===== src/sv/assert_macros.svh =====
// Assertion macros shared by the RTL.
`ifndef ASSERT_MACROS_SVH
`define ASSERT_MACROS_SVH

// Check that a condition holds at every clock edge out of reset.
`define ASSERT_ALWAYS(label, clk, rst_n, prop) \
	label: assert property (@(posedge clk) disable iff (!rst_n) (prop)) \
		else $error("assertion failed");

// Check that a condition implies another one in the next cycle.
`define ASSERT_NEXT(label, clk, rst_n, ante, cons) \
	label: assert property (@(posedge clk) disable iff (!rst_n) (ante) |=> (cons)) \
		else $error("assertion failed");

`endif


===== src/sv/mssr_pkg.sv =====
// Types, constants and helper functions of the motor soft start ramp.
`default_nettype none

package mssr_pkg;

	localparam int ThrW    = 10;
	localparam int PctW    = 7;
	localparam int DutyW   = 8;
	localparam int TimerW  = 10;
	localparam int SettleW = 12;
	localparam int CfgW    = 12;
	localparam int CfgIdxW = 2;

	localparam logic [CfgIdxW-1:0] REG_RAMP_INTERVAL = 2'd0;
	localparam logic [CfgIdxW-1:0] REG_MAX_FORWARD   = 2'd1;
	localparam logic [CfgIdxW-1:0] REG_MAX_BACKWARD  = 2'd2;
	localparam logic [CfgIdxW-1:0] REG_SETTLE_TICKS  = 2'd3;

	localparam logic [TimerW-1:0]  RST_RAMP_INTERVAL = 10'd30;
	localparam logic [PctW-1:0]    RST_MAX_FORWARD   = 7'd100;
	localparam logic [PctW-1:0]    RST_MAX_BACKWARD  = 7'd30;
	localparam logic [SettleW-1:0] RST_SETTLE_TICKS  = 12'd1500;

	localparam logic [PctW-1:0] FULL_PERCENT = 7'd100;

	// 255 * ceil(2^19 / 100): speed * 255 / 100 for speeds up to 100
	localparam int DutyRecipW = 21;
	localparam logic [DutyRecipW-1:0] DUTY_RECIP = 21'd1336965;
	localparam int DutyShift = 19;

	typedef struct packed {
		logic [TimerW-1:0]  ramp_interval;
		logic [PctW-1:0]    max_forward_percent;
		logic [PctW-1:0]    max_backward_percent;
		logic [SettleW-1:0] settle_ticks;
	} cfg_t;

	typedef struct packed {
		logic [DutyW-1:0] pwm_duty;
		logic             drive_forward;
		logic [PctW-1:0]  speed_percent;
		logic [PctW-1:0]  target_percent;
		logic             halted;
	} result_t;

	function automatic logic [DutyW-1:0] duty_of(input logic [PctW-1:0] speed);
		logic [PctW+DutyRecipW-1:0] prod;
		prod = {{DutyRecipW{1'b0}}, speed} * {{PctW{1'b0}}, DUTY_RECIP};
		return prod[DutyShift +: DutyW];
	endfunction

endpackage

`default_nettype wire


===== src/sv/mssr_if.sv =====
// Valid/ready channel interfaces for tick items and result items.
`default_nettype none

interface mssr_tick_if import mssr_pkg::*; ();
	logic            valid;
	logic            ready;
	logic [ThrW-1:0] throttle_sample;
	logic            full_speed_test;
	logic            stop_test;
	logic            emergency_brake;
	logic            reverse_select;

	modport source (output valid, throttle_sample, full_speed_test, stop_test,
		emergency_brake, reverse_select, input ready);
	modport sink (input valid, throttle_sample, full_speed_test, stop_test,
		emergency_brake, reverse_select, output ready);
endinterface

interface mssr_result_if import mssr_pkg::*; ();
	logic             valid;
	logic             ready;
	logic [DutyW-1:0] pwm_duty;
	logic             drive_forward;
	logic [PctW-1:0]  speed_percent;
	logic [PctW-1:0]  target_percent;
	logic             halted;

	modport source (output valid, pwm_duty, drive_forward, speed_percent,
		target_percent, halted, input ready);
	modport sink (input valid, pwm_duty, drive_forward, speed_percent,
		target_percent, halted, output ready);
endinterface

`default_nettype wire


===== src/sv/motor_soft_start_ramp.sv =====
// Motor soft start ramp: one tick in, one status result out.
// Each transfer on tick is one millisecond tick and yields exactly one result on status.
// A tick is registered on entry and its state update runs while it moves into the
// result register, so a new tick is taken every cycle unless status stalls.
// Configuration registers are written through cfg_we/cfg_index/cfg_wdata; the user
// must write them only while no tick is in flight; the block does not enforce this.
`default_nettype none

module motor_soft_start_ramp import mssr_pkg::*; (
	input  wire logic               clk,
	input  wire logic               arst_n,
	mssr_tick_if.sink               tick,
	mssr_result_if.source           status,
	input  wire logic               cfg_we,
	input  wire logic [CfgIdxW-1:0] cfg_index,
	input  wire logic [CfgW-1:0]    cfg_wdata
);

	`include "assert_macros.svh"

	cfg_t cfg_q;

	logic            valid_s1;
	logic [PctW-1:0] goal_s1;
	logic            want_forward_s1;
	logic            brake_s1;
	logic            valid_s2;
	result_t         res_s2;

	logic            advance;
	logic [PctW-1:0] goal_in;
	result_t         result;

	always_ff @(posedge clk or negedge arst_n) begin
		if (!arst_n) begin
			cfg_q.ramp_interval        <= RST_RAMP_INTERVAL;
			cfg_q.max_forward_percent  <= RST_MAX_FORWARD;
			cfg_q.max_backward_percent <= RST_MAX_BACKWARD;
			cfg_q.settle_ticks         <= RST_SETTLE_TICKS;
		end else if (cfg_we) begin
			case (cfg_index)
				REG_RAMP_INTERVAL: cfg_q.ramp_interval        <= cfg_wdata[TimerW-1:0];
				REG_MAX_FORWARD:   cfg_q.max_forward_percent  <= cfg_wdata[PctW-1:0];
				REG_MAX_BACKWARD:  cfg_q.max_backward_percent <= cfg_wdata[PctW-1:0];
				REG_SETTLE_TICKS:  cfg_q.settle_ticks         <= cfg_wdata[SettleW-1:0];
				default: ;
			endcase
		end
	end

	mssr_target u_target (
		.throttle_sample (tick.throttle_sample),
		.full_speed_test (tick.full_speed_test),
		.stop_test       (tick.stop_test),
		.goal            (goal_in)
	);

	assign advance    = valid_s1 && (!valid_s2 || status.ready);
	assign tick.ready = !valid_s1 || advance;

	always_ff @(posedge clk or negedge arst_n) begin
		if (!arst_n) begin
			valid_s1 <= 1'b0;
		end else if (tick.ready) begin
			valid_s1 <= tick.valid;
		end
	end

	always_ff @(posedge clk) begin
		if (tick.ready && tick.valid) begin
			goal_s1         <= goal_in;
			want_forward_s1 <= !tick.reverse_select;
			brake_s1        <= tick.emergency_brake;
		end
	end

	mssr_core u_core (
		.clk          (clk),
		.arst_n       (arst_n),
		.advance      (advance),
		.goal_new     (goal_s1),
		.want_forward (want_forward_s1),
		.brake        (brake_s1),
		.cfg          (cfg_q),
		.result       (result)
	);

	always_ff @(posedge clk or negedge arst_n) begin
		if (!arst_n) begin
			valid_s2 <= 1'b0;
		end else if (!valid_s2 || status.ready) begin
			valid_s2 <= valid_s1;
		end
	end

	always_ff @(posedge clk) begin
		if (advance) begin
			res_s2 <= result;
		end
	end

	assign status.valid          = valid_s2;
	assign status.pwm_duty       = res_s2.pwm_duty;
	assign status.drive_forward  = res_s2.drive_forward;
	assign status.speed_percent  = res_s2.speed_percent;
	assign status.target_percent = res_s2.target_percent;
	assign status.halted         = res_s2.halted;

	`ASSERT_ALWAYS(a_halt_no_drive, clk, arst_n,
		!valid_s2 || !res_s2.halted || (res_s2.speed_percent == '0 && res_s2.pwm_duty == '0))
	`ASSERT_ALWAYS(a_speed_range, clk, arst_n,
		!valid_s2 || res_s2.speed_percent <= FULL_PERCENT)
	`ASSERT_NEXT(a_advance_fills, clk, arst_n, advance, valid_s2)
	`ASSERT_NEXT(a_halt_sticks, clk, arst_n, valid_s2 && res_s2.halted && advance,
		res_s2.halted)

endmodule

`default_nettype wire


===== src/sv/mssr_target.sv =====
// Target speed selection from the throttle sample and the test switches.
`default_nettype none

module mssr_target import mssr_pkg::*; (
	input  wire logic [ThrW-1:0] throttle_sample,
	input  wire logic            full_speed_test,
	input  wire logic            stop_test,
	output logic      [PctW-1:0] goal
);

	localparam int ProdW = ThrW + PctW;

	logic [ProdW-1:0] scaled;
	logic [PctW-1:0]  quot_est;
	logic [ThrW:0]    rem_est;
	logic [PctW-1:0]  mapped;

	// divide by 1023: estimate with a shift, then correct by one
	always_comb begin
		scaled   = {{PctW{1'b0}}, throttle_sample} * ProdW'(FULL_PERCENT);
		quot_est = scaled[ThrW +: PctW];
		rem_est  = {1'b0, scaled[ThrW-1:0]} + {{(ThrW+1-PctW){1'b0}}, quot_est};
		mapped   = (rem_est >= (ThrW+1)'(10'd1023)) ? quot_est + 1'b1 : quot_est;
	end

	always_comb begin
		if (stop_test) begin
			goal = '0;
		end else if (full_speed_test) begin
			goal = FULL_PERCENT;
		end else begin
			goal = mapped;
		end
	end

endmodule

`default_nettype wire


===== src/sv/mssr_core.sv =====
// Ramp, direction and halt state with its per-tick update.
`default_nettype none

module mssr_core import mssr_pkg::*; (
	input  wire logic            clk,
	input  wire logic            arst_n,
	input  wire logic            advance,
	input  wire logic [PctW-1:0] goal_new,
	input  wire logic            want_forward,
	input  wire logic            brake,
	input  wire cfg_t            cfg,
	output result_t              result
);

	logic [PctW-1:0]    speed_q, speed_n;
	logic [PctW-1:0]    goal_q, goal_n;
	logic               heading_q, heading_n;
	logic [TimerW-1:0]  timer_q, timer_n;
	logic [SettleW-1:0] settle_q, settle_n;
	logic               pending_q, pending_n;
	logic               halt_q, halt_n;

	logic            heading_eff;
	logic [PctW-1:0] goal_eff;
	logic [PctW-1:0] limit;
	logic            do_ramp;
	logic            timer_inc;

	always_comb begin
		speed_n     = speed_q;
		goal_n      = goal_q;
		heading_n   = heading_q;
		timer_n     = timer_q;
		settle_n    = settle_q;
		pending_n   = pending_q;
		halt_n      = halt_q;
		heading_eff = heading_q;
		goal_eff    = goal_q;
		do_ramp     = 1'b0;
		timer_inc   = 1'b0;

		if (halt_q) begin
			halt_n = 1'b1;
		end else if (settle_q != '0) begin
			settle_n = settle_q - 1'b1;
			if (settle_q == SettleW'(1)) begin
				heading_n   = pending_q;
				heading_eff = pending_q;
				do_ramp     = 1'b1;
			end else begin
				timer_inc = 1'b1;
			end
		end else if (brake) begin
			halt_n  = 1'b1;
			speed_n = '0;
		end else begin
			goal_n   = goal_new;
			goal_eff = goal_new;
			if (speed_q == '0 && want_forward != heading_q) begin
				pending_n = want_forward;
				if (cfg.settle_ticks == '0) begin
					heading_n   = want_forward;
					heading_eff = want_forward;
					do_ramp     = 1'b1;
				end else begin
					settle_n = cfg.settle_ticks;
				end
			end else begin
				do_ramp = 1'b1;
			end
		end

		limit = heading_eff ? cfg.max_forward_percent : cfg.max_backward_percent;

		if (do_ramp) begin
			if (timer_q >= cfg.ramp_interval) begin
				timer_n = '0;
				if (speed_q < goal_eff && speed_q < limit) begin
					speed_n = speed_q + 1'b1;
				end else if (speed_q > goal_eff) begin
					speed_n = speed_q - 1'b1;
				end
			end else begin
				timer_inc = 1'b1;
			end
		end

		if (timer_inc && timer_q != '1) begin
			timer_n = timer_q + 1'b1;
		end
	end

	always_ff @(posedge clk or negedge arst_n) begin
		if (!arst_n) begin
			speed_q   <= '0;
			goal_q    <= '0;
			heading_q <= 1'b1;
			timer_q   <= '0;
			settle_q  <= '0;
			pending_q <= 1'b1;
			halt_q    <= 1'b0;
		end else if (advance) begin
			speed_q   <= speed_n;
			goal_q    <= goal_n;
			heading_q <= heading_n;
			timer_q   <= timer_n;
			settle_q  <= settle_n;
			pending_q <= pending_n;
			halt_q    <= halt_n;
		end
	end

	always_comb begin
		result.pwm_duty       = duty_of(speed_n);
		result.drive_forward  = heading_n;
		result.speed_percent  = speed_n;
		result.target_percent = goal_n;
		result.halted         = halt_n;
	end

endmodule

`default_nettype wire

===== src/flat_wrapper.sv =====
// flat-port wrapper written by rule: the top's interface ports become plain ports
module motor_soft_start_ramp_flat import mssr_pkg::*;
  (clk, arst_n, cfg_we, cfg_index, cfg_wdata, tick_valid, tick_throttle_sample, tick_full_speed_test, tick_stop_test, tick_emergency_brake, tick_reverse_select, tick_ready, status_valid, status_pwm_duty, status_drive_forward, status_speed_percent, status_target_percent, status_halted, status_ready);
  mssr_tick_if tick_i ();
  mssr_result_if status_i ();
  input  wire logic clk;
  input  wire logic arst_n;
  input  wire logic cfg_we;
  input  wire logic [CfgIdxW-1:0] cfg_index;
  input  wire logic [CfgW-1:0] cfg_wdata;
  input wire logic [$bits(tick_i.valid)-1:0] tick_valid;
  input wire logic [$bits(tick_i.throttle_sample)-1:0] tick_throttle_sample;
  input wire logic [$bits(tick_i.full_speed_test)-1:0] tick_full_speed_test;
  input wire logic [$bits(tick_i.stop_test)-1:0] tick_stop_test;
  input wire logic [$bits(tick_i.emergency_brake)-1:0] tick_emergency_brake;
  input wire logic [$bits(tick_i.reverse_select)-1:0] tick_reverse_select;
  output wire logic [$bits(tick_i.ready)-1:0] tick_ready;
  output wire logic [$bits(status_i.valid)-1:0] status_valid;
  output wire logic [$bits(status_i.pwm_duty)-1:0] status_pwm_duty;
  output wire logic [$bits(status_i.drive_forward)-1:0] status_drive_forward;
  output wire logic [$bits(status_i.speed_percent)-1:0] status_speed_percent;
  output wire logic [$bits(status_i.target_percent)-1:0] status_target_percent;
  output wire logic [$bits(status_i.halted)-1:0] status_halted;
  input wire logic [$bits(status_i.ready)-1:0] status_ready;
  assign tick_i.valid = tick_valid;
  assign tick_i.throttle_sample = tick_throttle_sample;
  assign tick_i.full_speed_test = tick_full_speed_test;
  assign tick_i.stop_test = tick_stop_test;
  assign tick_i.emergency_brake = tick_emergency_brake;
  assign tick_i.reverse_select = tick_reverse_select;
  assign tick_ready = tick_i.ready;
  assign status_valid = status_i.valid;
  assign status_pwm_duty = status_i.pwm_duty;
  assign status_drive_forward = status_i.drive_forward;
  assign status_speed_percent = status_i.speed_percent;
  assign status_target_percent = status_i.target_percent;
  assign status_halted = status_i.halted;
  assign status_i.ready = status_ready;
  motor_soft_start_ramp u_core (.clk(clk), .arst_n(arst_n), .tick(tick_i), .status(status_i), .cfg_we(cfg_we), .cfg_index(cfg_index), .cfg_wdata(cfg_wdata));
endmodule

===== config.mk =====
export PLATFORM = sky130hd
export DESIGN_NAME = motor_soft_start_ramp_flat
export DESIGN_NICKNAME = d
export VERILOG_FILES = /design/src/sv/mssr_pkg.sv /design/src/sv/mssr_if.sv /design/src/sv/motor_soft_start_ramp.sv /design/src/sv/mssr_target.sv /design/src/sv/mssr_core.sv /design/src/flat_wrapper.sv
export VERILOG_INCLUDE_DIRS = /design/src /design/src/sv
export SDC_FILE = /design/constraint.sdc
export NUM_CORES = 1
export LEC_CHECK = 0
export BUFFER_PORTS_ARGS = -buffer_cell sky130_fd_sc_hd__clkbuf_2
export CAP_MARGIN = 20
export CORE_MARGIN = 1
export CORE_UTILIZATION = 50
export DETAILED_ROUTE_END_ITERATION = 8
export GPL_ROUTABILITY_DRIVEN = 0
export HOLD_SLACK_MARGIN = 0.15
export PLACE_DENSITY = 0.71
export SYNTH_ARGS = -nofsm -noshare
export SYNTH_HDL_FRONTEND = slang
export SYNTH_SLANG_ARGS = --single-unit

===== constraint.sdc =====
create_clock -name clk -period 17.7 [get_ports clk]
set_input_delay 1.77 -clock clk [delete_from_list [all_inputs] [get_ports clk]]
set_output_delay 1.77 -clock clk [all_outputs]
set_load 0.005 [all_outputs]

== Word level (Yosys, flattened, before mapping) ==
Index checks and enable logic that the tools add are counted.

* Output and inout port bits: 26
* Flip-flop bits (word level): 110
* Latch bits: 0
* Logic and storage cells: 111
* Bits of input ports: 33
* Bits in writable memories: 0
* Memory bits (read-only): 0
* Memories: 0

* $add $sub $neg: 6
* Shifts and indexed selects: 0
* Bitwise logic cells: 3
* Order comparisons: 5
* Multiplexer cells: 40
* Reduce and logical (&&, ||, !) cells: 25
* Equality and inequality tests: 8
* Div/mod/pow operators: 0
* $mul: 2

{| class="wikitable"
|+ Operator list
! kind !! count
|-
| 7-bit two-way mux || 13
|-
| 12-bit two-way mux || 4
|-
| 10-bit two-way mux || 3
|-
| 7-bit by 21-bit multiplier with 27-bit output, second input constant || 1
|-
| 1-bit two-way mux || 20
|-
| 10-bit by 5-bit multiplier with 15-bit output, second input constant || 1
|-
| 7-bit by 1-bit adder with 7-bit output, second input constant || 2
|-
| 7-bit < comparator || 2
|-
| 12-bit by 1-bit equality test with 1-bit output, second input constant || 1
|-
| 12-bit zero test || 1
|-
| 12-bit nonzero test || 1
|-
| 12-bit by 1-bit subtractor with 12-bit output, second input constant || 1
|-
| 10-bit by 7-bit adder with 11-bit output || 1
|-
| 11-bit by 10-bit >= comparator with 1-bit output, second input constant || 1
|-
| 10-bit by 1-bit adder with 10-bit output, second input constant || 1
|-
| 10-bit >= comparator || 1
|-
| 10-bit inequality test, second input constant || 1
|-
| 5-bit AND reduction || 2
|-
| 2-bit AND reduction || 4
|-
| 7-bit > comparator || 1
|-
| 7-bit zero test || 1
|-
| 7-bit by 1-bit subtractor with 7-bit output, second input constant || 1
|-
| 2-bit nonzero test || 3
|-
| 1-bit logical AND || 5
|-
| 10 further kinds || 17
|}

== Longest topological paths before layout ==
Gate-level depths: netlist of the first run.

* Depth in word-level cells: 13
* Mapped depth: 38

== Cells and area by module ==
Synthesis of the first run repeated with hierarchy kept, for this count alone.

* Cell total of the unflattened synthesis: 877
* Area total of the unflattened synthesis: 8909.8 um2

{| class="wikitable"
|+ Modules (own cells, without submodules)
! module !! times used !! area an instance (um2) !! sequential area each (um2) !! cells an instance
|-
| mssr_core || 1 || 4921.0 || 978.4 || 581
|-
| motor_soft_start_ramp || 1 || 2517.4 || 1964.4 || 120
|-
| mssr_target || 1 || 1471.4 || 0.0 || 176
|}

== Worst setup path after synthesis of the first run ==
No wires, ideal clock.

* Path kind: register to register
* From: reg u_core.u_core.speed_q[0]
* To: reg u_core.res_s2, in the netlist u_core.status.pwm_duty[6], data pin
* Data required time: 17.520 ns
* Library setup time: 0.180 ns
* Slack: 9.985 ns
* Cell stages (with the launch flop): 38
* Clock period less this slack: 7.715 ns
* Buffers on the path: 2
* Arrival: 7.534 ns
* Path through: dfrtp_1 inv_1 ha_1 nor3b_2 and3_1 buf_2 nand3_1 a21oi_1 nor2_1 nor2_1 mux2i_1 ha_1 a21oi_1 o21ai_0 nor3_1 o21ai_2 buf_2 nor3b_1 [... 2 more ...] ha_1 inv_1 fa_1 inv_1 ha_1 inv_1 fa_1 inv_1 ha_1 a21o_1 a21o_1 a211oi_1 o21ai_0 o21ai_0 nand2b_1 o311a_1 or4b_1 o311ai_1

{| class="wikitable"
|+ RTL lines
! what !! RTL line !! text
|-
| start: declaration || mssr_core.sv:15 || <nowiki>logic [PctW-1:0] speed_q, speed_n;</nowiki>
|-
| start signal: assignment || mssr_core.sv:103 || <nowiki>speed_q <= speed_n;</nowiki>
|-
| end signal: assignment || motor_soft_start_ramp.sv:98 || <nowiki>res_s2 <= result;</nowiki>
|-
| end: declaration || motor_soft_start_ramp.sv:28 || <nowiki>result_t res_s2;</nowiki>
|}

==> results.txt, run 1 <==
For this design the static power due to leakage is 4.55 nW. The path type of the worst setup path is flip-flop to flip-flop. The detail route stage leaves a number of antenna-violating nets equal to 0.

Synthesis handed over a netlist of 878 instances. The number of buffers inserted during clock tree synthesis came out at 9. The worst IR drop on VDD came out at 0.0545 mV. In the routed layout, each cell is associated on average with a via count of 5.60. The top achievable clock speed came out at 0.109 GHz.

The overall global routing resource usage came out at 21.2%. The summed instance area of the synthesized netlist is 8490 um^2. The slew at the pin closest to its max-slew limit came out at 0.999 ns. Row generation in the floorplan step produced 47 rows. The post-synth net total came out at 1056. The number of synthesized register bits is 110. At the later pin of the worst-skew pair, clock insertion delay measures 0.36 ns. The count of final max-slew check failures is 0. The global route total overflow came out at 0. The type of destination of the critical path is a flip-flop.

The flow ran to the end, and the final reports show no timing, DRC or antenna violations. The initial standard-cell utilization of the core came out at 51.2%. The detailed-route wire length came out at 17500 um.

Across all setup checks in the final design, the least slack found is 8.55 ns. Of the cells placed in the final design, the portion with a size suffix greater than 1 is 16.2%. The worst-case headroom to the max-slew limit is 33.4%. The arrival time of data at the critical path endpoint came out at 9.34 ns. The worst hold path begins at u_core.u_core.goal_q[4]$_DFFE_PN0P_. The critical path required time is 17.89 ns. The number of global-route vias before repair is 6222.

The final net count came out at 1113. The number of fill cells is 1490. After clock tree synthesis, the setup repair step added 0 buffers.

The horizontal die dimension is 132 um. The detailed-routing iteration count for the pre-antenna-repair pass is 5. The full die area is 17500 um^2. The cell occurring most often along the worst timing path is sky130_fd_sc_hd__ha_1. The detailed placer's ending HPWL came out at 13600 um. The count of pins on the block boundary is 59. The height of the die came out at 132 um. The cell sitting at the root of the clock tree is a sky130_fd_sc_hd__clkbuf_16. The detailed router finished its first iteration with 402 violations. The number of hold violations in the final report came out at 0. The area of the core is 16600 um^2. The routed layout has 6499 vias. The sequential element share of the synthesized area is 34.7%.

Entering global routing, the biggest net connects 78 pins. The number of flops mapped to enable cells by yosys is 33. TritonCTS built the clock tree. The pre-CTS worst setup slack is 8.66 ns. The cell count after placement is 1143.

The average instance in the mapped netlist occupies 9.67 um^2. Along the worst path, the maximum fanout reaches 12. The number of antenna violations at the first check in global routing came out at 0. The number of H-tree levels came out at 3. Clock skew on the completed layout was measured at 0.00974 ns. The setup-violating endpoint count in the final report is 0. The number of sinks handled by clock tree synthesis is 110. The layout overhead on the synthesized area is 9.95%. The number of hold-repair buffers added at the cts stage is 0.

The count of cells in the finished layout, fillers not included, comes to 1160. Tracing the worst setup path back leads to its startpoint at u_core.u_core.speed_q[0]$_DFFE_PN0P_. The largest individual stage delay along the critical path comes from the cell sky130_fd_sc_hd__o21ai_0.

The count of input and output buffers came out at 58. The clock input transition at the sequential cells of the worst setup and hold paths came out at 0.07 ns. No sink is reached through more buffers than the 2 on the longest clock path. The finished cells cover 9340 um^2. The max-cap violation count is 0. STA classifies the critical path startpoint as a flip-flop.

The power per cell area came out at 110 nW/um^2. Setup repair after global routing left no endpoint under its margin. The number of library cell types mapped by synthesis is 67.

The mean routed wirelength per cell is 15.1 um. The total negative slack for setup checks came out at 0 ns. The tightest min-delay check is of the flip-flop to flip-flop type.

The final critical-path share of the clock period is 51.7%. The overall power of the completed layout came out at 1.02 mW. The repair_antennas step left the layout with diodes totalling 0. In this run the critical register-to-register path is launched from u_core.u_core.speed_q[0]$_DFFE_PN0P_.

The fraction of synthesis flops using an asynchronous set or reset pin is 70.0%. The global-route wire length before repair came out at 29800 um. The DRC violations left came out at 0.

The largest incremental delay on the critical path came out at 0.78 ns. After clock tree synthesis, the repair step resized 0 gates. The cell area after placement is 9030 um^2. The top flip-flop cell by instance count after synthesis is sky130_fd_sc_hd__dfrtp_1. The number of warnings issued by yosys came out at 0. The smallest clock period supported by the final layout is computed as 9.15 ns.
[metrics by stage]
stage | hold WS [ns] | utilization, %
2_1_floorplan | 0.450 | -
3_3_place_gp | 0.469 | 54.4
3_5_place_dp | 0.478 | 54.4
4_1_cts | 0.495 | 56.3
5_1_grt | 0.527 | 56.3
6_report | 0.492 | 56.3
[worst paths after layout]
check	depth (start not counted)	end	slack, ns
max in group asynchronous	1	u_core.u_core.speed_q[5]$_DFFE_PN0P_	15.48
min in group asynchronous	1	u_core.u_core.settle_q[1]$_DFFE_PN0P_	1.56
min reg2reg	2	u_core.u_core.goal_q[4]$_DFFE_PN0P_	0.49
min	2	u_core.u_core.goal_q[4]$_DFFE_PN0P_	0.49
max reg2reg	33	u_core.status.pwm_duty[6]$_DFFE_PP_	8.55
max	33	u_core.status.pwm_duty[6]$_DFFE_PP_	8.55
[cell usage in the layout, fill, tap and decap left out, types with 9 or more instances in the layout]
cell type                     n
sky130_fd_sc_hd__dfrtp_1     57
sky130_fd_sc_hd__ha_1       126
sky130_fd_sc_hd__fa_1        19
sky130_fd_sc_hd__edfxtp_1    33
sky130_fd_sc_hd__a21oi_1     55
sky130_fd_sc_hd__nor2b_1      9
sky130_fd_sc_hd__clkbuf_16   10
sky130_fd_sc_hd__nor3_1      21
sky130_fd_sc_hd__nand2b_1    13
sky130_fd_sc_hd__inv_1      103
sky130_fd_sc_hd__o21ai_0     72
sky130_fd_sc_hd__nand3_1     19
sky130_fd_sc_hd__nor2_1      44
sky130_fd_sc_hd__nand4_1     10
sky130_fd_sc_hd__mux2i_1     15
sky130_fd_sc_hd__dfstp_2     20
sky130_fd_sc_hd__or3_1       16
sky130_fd_sc_hd__and3_1       9
sky130_fd_sc_hd__clkbuf_2    58
sky130_fd_sc_hd__mux2_2      33
sky130_fd_sc_hd__nand2_1     60
sky130_fd_sc_hd__xnor2_1     20
[critical path, delay by kind of cell, from the launching register on]
| family | cells | cell delay, ns |
|---|---|---|
| fa+ha+maj | 7 | 2.38 |
| buf+inv | 3 | 0.27 |
| simple gates | 9 | 2.73 |
| flops | 1 | 0.45 |
| mux | 1 | 0.31 |
| compound gates | 13 | 2.84 |
[routing by layer]
| metal | up-vias | global-route usage (%) | share of wire (%) |
|---|---|---|---|
| met2 | 127 | 34.4 | 46 |
| met5 | - | 0 | 0 |
| li1 | 3240 | - | - |
| met3 | 18 | 3.92 | 4.1 |
| met4 | 0 | 4.79 | 0.90 |
| met1 | 3114 | 29.5 | 49 |
[layout make-up]
type | instances | area (um^2) | area share (%)
multi-input combinational | 645 | 5090 | 54.5
sequential | 110 | 2940 | 31.5
inverter | 105 | 394 | 4.22
timing repair buffer | 64 | 335 | 3.59
tap | 220 | 275 | 2.95
clock buffer | 12 | 268 | 2.87
clock inverter | 4 | 33.8 | 0.362
[cell usage after synthesis (all sizes together) (4+ instances only)]
| library cell | count | area (um^2) |
|---|---|---|
| nand2 | 60 | 225 |
| xor2 | 8 | 70.1 |
| ha | 126 | 1580 |
| nor2 | 44 | 165 |
| o21ai | 74 | 374 |
| mux2 | 34 | 383 |
| nor4 | 7 | 65.1 |
| and2 | 4 | 25.0 |
| nand4 | 11 | 75.1 |
| nor2b | 9 | 56.3 |
| nor3 | 23 | 125 |
| a21o | 6 | 45.0 |
| nand2b | 13 | 81.3 |
| a31oi | 6 | 37.5 |
| edfxtp | 33 | 991 |
| nand3b | 5 | 37.5 |
| inv | 105 | 394 |
| o211ai | 5 | 37.5 |
| or3 | 16 | 100 |
| fa | 19 | 380 |
| buf | 6 | 28.8 |
| mux2i | 16 | 164 |
| a21oi | 55 | 275 |
| o22ai | 7 | 43.8 |
| nand3 | 19 | 95.1 |
| dfstp | 20 | 526 |
| a211oi | 7 | 52.6 |
| dfrtp | 57 | 1430 |
| clkbuf | 12 | 45.0 |
| xnor2 | 20 | 175 |
| nor3b | 4 | 35.0 |
| and3 | 9 | 56.3 |
| or2 | 5 | 31.3 |
[sequential cells by signal, indices dropped and copies added (netlist names)]
| register | flops |
|---|---|
| u_core.u_core.goal_q | 7 |
| u_core.u_core.halt_q | 1 |
| u_core.status.target_percent | 7 |
| u_core.status.halted | 1 |
| u_core.u_core.pending_q | 1 |
| u_core.goal_s1 | 7 |
| u_core.valid_s1 | 1 |
| u_core.want_forward_s1 | 1 |
| u_core.u_core.timer_q | 10 |
| u_core.cfg_q | 36 |
| u_core.status.speed_percent | 7 |
| u_core.status.drive_forward | 1 |
| u_core.status.valid | 1 |
| u_core.u_core.settle_q | 12 |
| u_core.status.pwm_duty | 8 |
| u_core.brake_s1 | 1 |
| u_core.u_core.heading_q | 1 |
| u_core.u_core.speed_q | 7 |
[kinds of logic after synthesis]
kind of cell / Yosys count / share of synthesized area [%]
AND/OR/NAND/NOR: 234 / 14.3
AO/OA/AOI/OAI: 188 / 13.1
adder cells (fa/ha/maj): 145 / 23.0
buffers and inverters: 123 / 5.51
flip-flops: 110 / 34.7
multiplexers: 50 / 6.44
XOR/XNOR: 28 / 2.89
[report_power, final]
group          leakage (nW)  internal, mW  total [mW]  switching, mW
sequential             1.25         0.327       0.376         0.0494
clock                 0.151         0.110       0.207         0.0968
combinational          3.15         0.184       0.440          0.257
(Power assumes the default switching activity.)
==> run 2: changes to the inputs <==
--- a/config.mk
+++ b/config.mk
@@ -13,7 +13,7 @@
 export DETAILED_ROUTE_END_ITERATION = 8
 export GPL_ROUTABILITY_DRIVEN = 0
 export HOLD_SLACK_MARGIN = 0.15
-export PLACE_DENSITY = 0.71
+export PLACE_DENSITY = 0.74
 export SYNTH_ARGS = -nofsm -noshare
 export SYNTH_HDL_FRONTEND = slang
 export SYNTH_SLANG_ARGS = --single-unit
==> constraint.sdc (replaced) <==
create_clock -name clk -period 7.4 [get_ports clk]
set_input_delay 0.74 -clock clk [delete_from_list [all_inputs] [get_ports clk]]
set_output_delay 0.74 -clock clk [all_outputs]
set_load 0.005 [all_outputs]
==> run 2 against run 1 <==
Effect of this change:
- via count rose by 5.9%
- design area rose by 9.3%
- first-iteration DRC count fell by 5.5%
- power rose to 2.6 times the previous value
- clock power rose by 140%
- critical path depth rose by 3
- routed wire length rose by 7.1%
- final cell count rose by 6.9%
- global-route usage rose by 0.73 points
- die area did not move
- maximum frequency rose by 28%
- critical path type unchanged
- critical endpoint unchanged
- largest power group unchanged
==> results.txt, run 2 (same netlist as run 1, synthesis figures left out) <==
The flow ran to the end, and the final reports show no timing, DRC or antenna violations. The detailed-route wire length is 18800 um (+7.1%). The fraction of met2 tracks used by global routing came out at 35.9% (+1.5 points). In the final layout, the registers with the most flip-flops are u_core.cfg_q (36), u_core.u_core.settle_q (12), u_core.u_core.timer_q (10). The number of H-tree levels came out at 3 (unchanged).

The setup-violating endpoint count in the final report is 0 (unchanged). The maximum number of pins on one net before global-route repair is 78 (unchanged). The area of the multi-input gates came out at 5350 um^2 (+5.2%). The worst IR drop on VDD came out at 0.153 mV (+180%). After global routing, the most crowded layer is met2. The initial standard-cell utilization of the core came out at 51.2% (unchanged). The horizontal die dimension was 132 um (unchanged). The biggest fanout along the worst timing path was 7 (-5).

The number of hold-repair buffers added at the cts stage came out at 0 (unchanged). The antenna cell count came to 0 (unchanged). Ranked by flip-flop count, first place goes to u_core.cfg_q. The height of the die is 132 um (unchanged).

Leaving out fill and tap cells, the most frequent cell in the layout is sky130_fd_sc_hd__ha_1. The global route total overflow came out at 0 (unchanged). The number of sinks handled by clock tree synthesis is 110 (unchanged). The flop-to-flop setup slack is 0.27 ns (-8.28 ns). The count of input and output buffers is 58 (unchanged). The detailed-routing iteration count for the pre-antenna-repair pass came out at 5 (unchanged). The CTS root buffer is sky130_fd_sc_hd__clkbuf_16. The layout overhead on the synthesized area is 20.2%. The total negative slack for setup checks came out at 0 ns (unchanged).

The area of the core came out at 16600 um^2 (unchanged). STA classifies the critical path endpoint as a flip-flop. The largest incremental delay on the critical path was 0.49 ns (-0.29 ns). The total vias in the final route came out at 6884 (+5.9%).

The slowest stage of the critical path belongs to the cell sky130_fd_sc_hd__or4b_4. TritonCTS built the clock tree. The critical path required time is 7.58 ns (-10.31 ns).

The final worst clock skew is 0.00991 ns (+0.000166 ns). The overall global routing resource usage came to 22.0% (+0.73 points). The max-cap violation count is 0 (unchanged). The number of global-route vias before repair is 6483 (+4.2%). The cell area after placement came out at 9510 um^2 (+5.3%). The worst setup path is of the flip-flop to flip-flop kind. The number of flip-flops under the largest register name came out at 36 (unchanged). The remaining antenna violation count after routing is 0 (unchanged). The source-to-sink clock delay at the later pin of the worst-skew pair came to 0.36 ns (about the same). The full die area came to 17500 um^2 (unchanged).

The arrival time of data at the critical path endpoint is 7.31 ns (-2.03 ns). The worst-case headroom to the max-slew limit came out at 35.4% (+2.0 points). The path with the worst hold slack has its endpoint at u_core.u_core.goal_q[6]$_DFFE_PN0P_.

The number of antenna violations at the first check in global routing came out at 0 (unchanged). The end-of-flow core utilization was 61.5% (+5.3 points). The starting DRC count in detailed routing came out at 380 (-5.5%). The final critical-path share of the clock period is 96.4% (+45 points). The detailed-route vias per instance is 5.55 (-0.91%). The static leakage came out at 4.97 nW (+9.2%). The worst reg2reg path startpoint is u_core.cfg_q[6]$_DFFE_PN1P_. The endpoint identified for the worst register-to-register timing path is u_core.status.pwm_duty[6]$_DFFE_PP_.

The top achievable clock speed is 0.140 GHz (+28%). The number of cells on the worst hold path is 2 (unchanged). The power per cell area is 265 nW/um^2 (+140%). In this run the worst setup path begins at u_core.cfg_q[6]$_DFFE_PN1P_.

The number of cell instances on the worst register-to-register path is 36 (+9.1%). In this run the most critical hold path is launched from u_core.u_core.goal_q[6]$_DFFE_PN0P_. The number of buffers inserted during clock tree synthesis was 9 (unchanged).

The count of pins on the block boundary came out at 59 (unchanged). The area taken by flip-flops and latches is 2940 um^2 (unchanged). The slew at the pin closest to its max-slew limit came out at 0.969 ns (-0.0301 ns). The detailed placer's ending HPWL came to 14100 um (+3.8%). In the layout the commonest cells are 117 x sky130_fd_sc_hd__ha_1, 101 x sky130_fd_sc_hd__inv_1, 83 x sky130_fd_sc_hd__buf_4, 59 x sky130_fd_sc_hd__o21ai_0, 59 x sky130_fd_sc_hd__nand2_1.

The met1 track utilization from global routing came out at 29.3% (-0.18 points). Among the stages of the critical path, the cell type that occurs most often is sky130_fd_sc_hd__buf_4. The worst hold path belongs to the class flip-flop to flip-flop.

The final net count is 1193 (+7.2%). The number of hold violations in the final report came out at 0 (unchanged). The time the worst path needs with I/O delays and setup came to 7.13 ns (-2.02 ns). The fraction of layout instances using a drive strength above 1 came to 26.8% (+11 points). The number of fill cells came to 1384 (-7.1%). The global-route wire length before repair is 30800 um (+3.2%).

The clock input transition at the sequential cells of the worst setup and hold paths is 0.07 ns (about the same). The count of final max-slew check failures is 0 (unchanged). The mean routed wirelength per cell is 15.1 um (+0.22%). The met3 layer usage reported by global route is 4.08% (+0.15 points). The DRC violations left came out at 0 (unchanged). The worst setup path is launched from a flip-flop.

The clock tree buffer depth is 2 (unchanged). The standard-cell row count is 47 (unchanged). The summed area of non-filler cells in the final layout is 10200 um^2 (+9.3%).
-- run 2: how the worst max path moves through the flow --
stage | endpoint | slack (ns) | depth (start not counted)
floorplan | u_core.status.pwm_duty[6]$_DFFE_PP_ | 0.006 | 35
global placement | u_core.status.pwm_duty[6]$_DFFE_PP_ | 0.04 | 34
detailed placement | u_core.status.pwm_duty[6]$_DFFE_PP_ | -0.12 | 34
CTS | u_core.status.pwm_duty[6]$_DFFE_PP_ | 0.01 | 34
global route | u_core.status.pwm_duty[6]$_DFFE_PP_ | -0.05 | 37
finish | u_core.status.pwm_duty[6]$_DFFE_PP_ | 0.27 | 36
-- run 2: timing repair --
action	CTS	global route
setup endpoints to repair	3	8
setup buffers	0	16
hold endpoints to repair	0	0
gates cloned	0	1
pin swaps	1	30
gates resized for setup	4	53
-- run 2: report_power, final --
group	switching, mW	internal [mW]
registers	0.0916	0.782
clock network	0.227	0.262
logic	0.721	0.624
-- run 2: critical path: cells and delay by family (launching register included) --
family          cells  cell delay, ns
flops               1            0.37
compound gates     10            1.37
buf+inv             6            0.73
mux                 1            0.13
fa+ha+maj           6            2.01
simple gates       13            2.32
-- run 2: layout make-up --
class,instances,area share (%)
Multi-Input combinational cell,645,52.4
Timing Repair Buffer,144,9.22
Clock buffer,12,2.62
Clock inverter,4,0.331
Tap cell,220,2.70
Sequential cell,110,28.8
Inverter,105,3.86
-- run 2: through the flow --
stage / hold slack, ns / worst slack, ns / power (mW) / cells
floorplan: 0.444 / 0.00557 / 1.70 / 878
global placement: 0.465 / 0.0444 / 2.07 / 1206
detailed placement: 0.470 / -0.122 / 2.09 / 1206
CTS: 0.485 / 0.0111 / 2.60 / 1222
global route: 0.509 / -0.0497 / 2.94 / 1240
finish: 0.479 / 0.269 / 2.71 / 1240
-- run 2: routing by layer --
metal  vias to the layer above  share of wire [%]
met3                        31                4.0
met4                         0                1.7
met5                         -                  0
met2                       164                 48
li1                       3410                  -
met1                      3279                 46
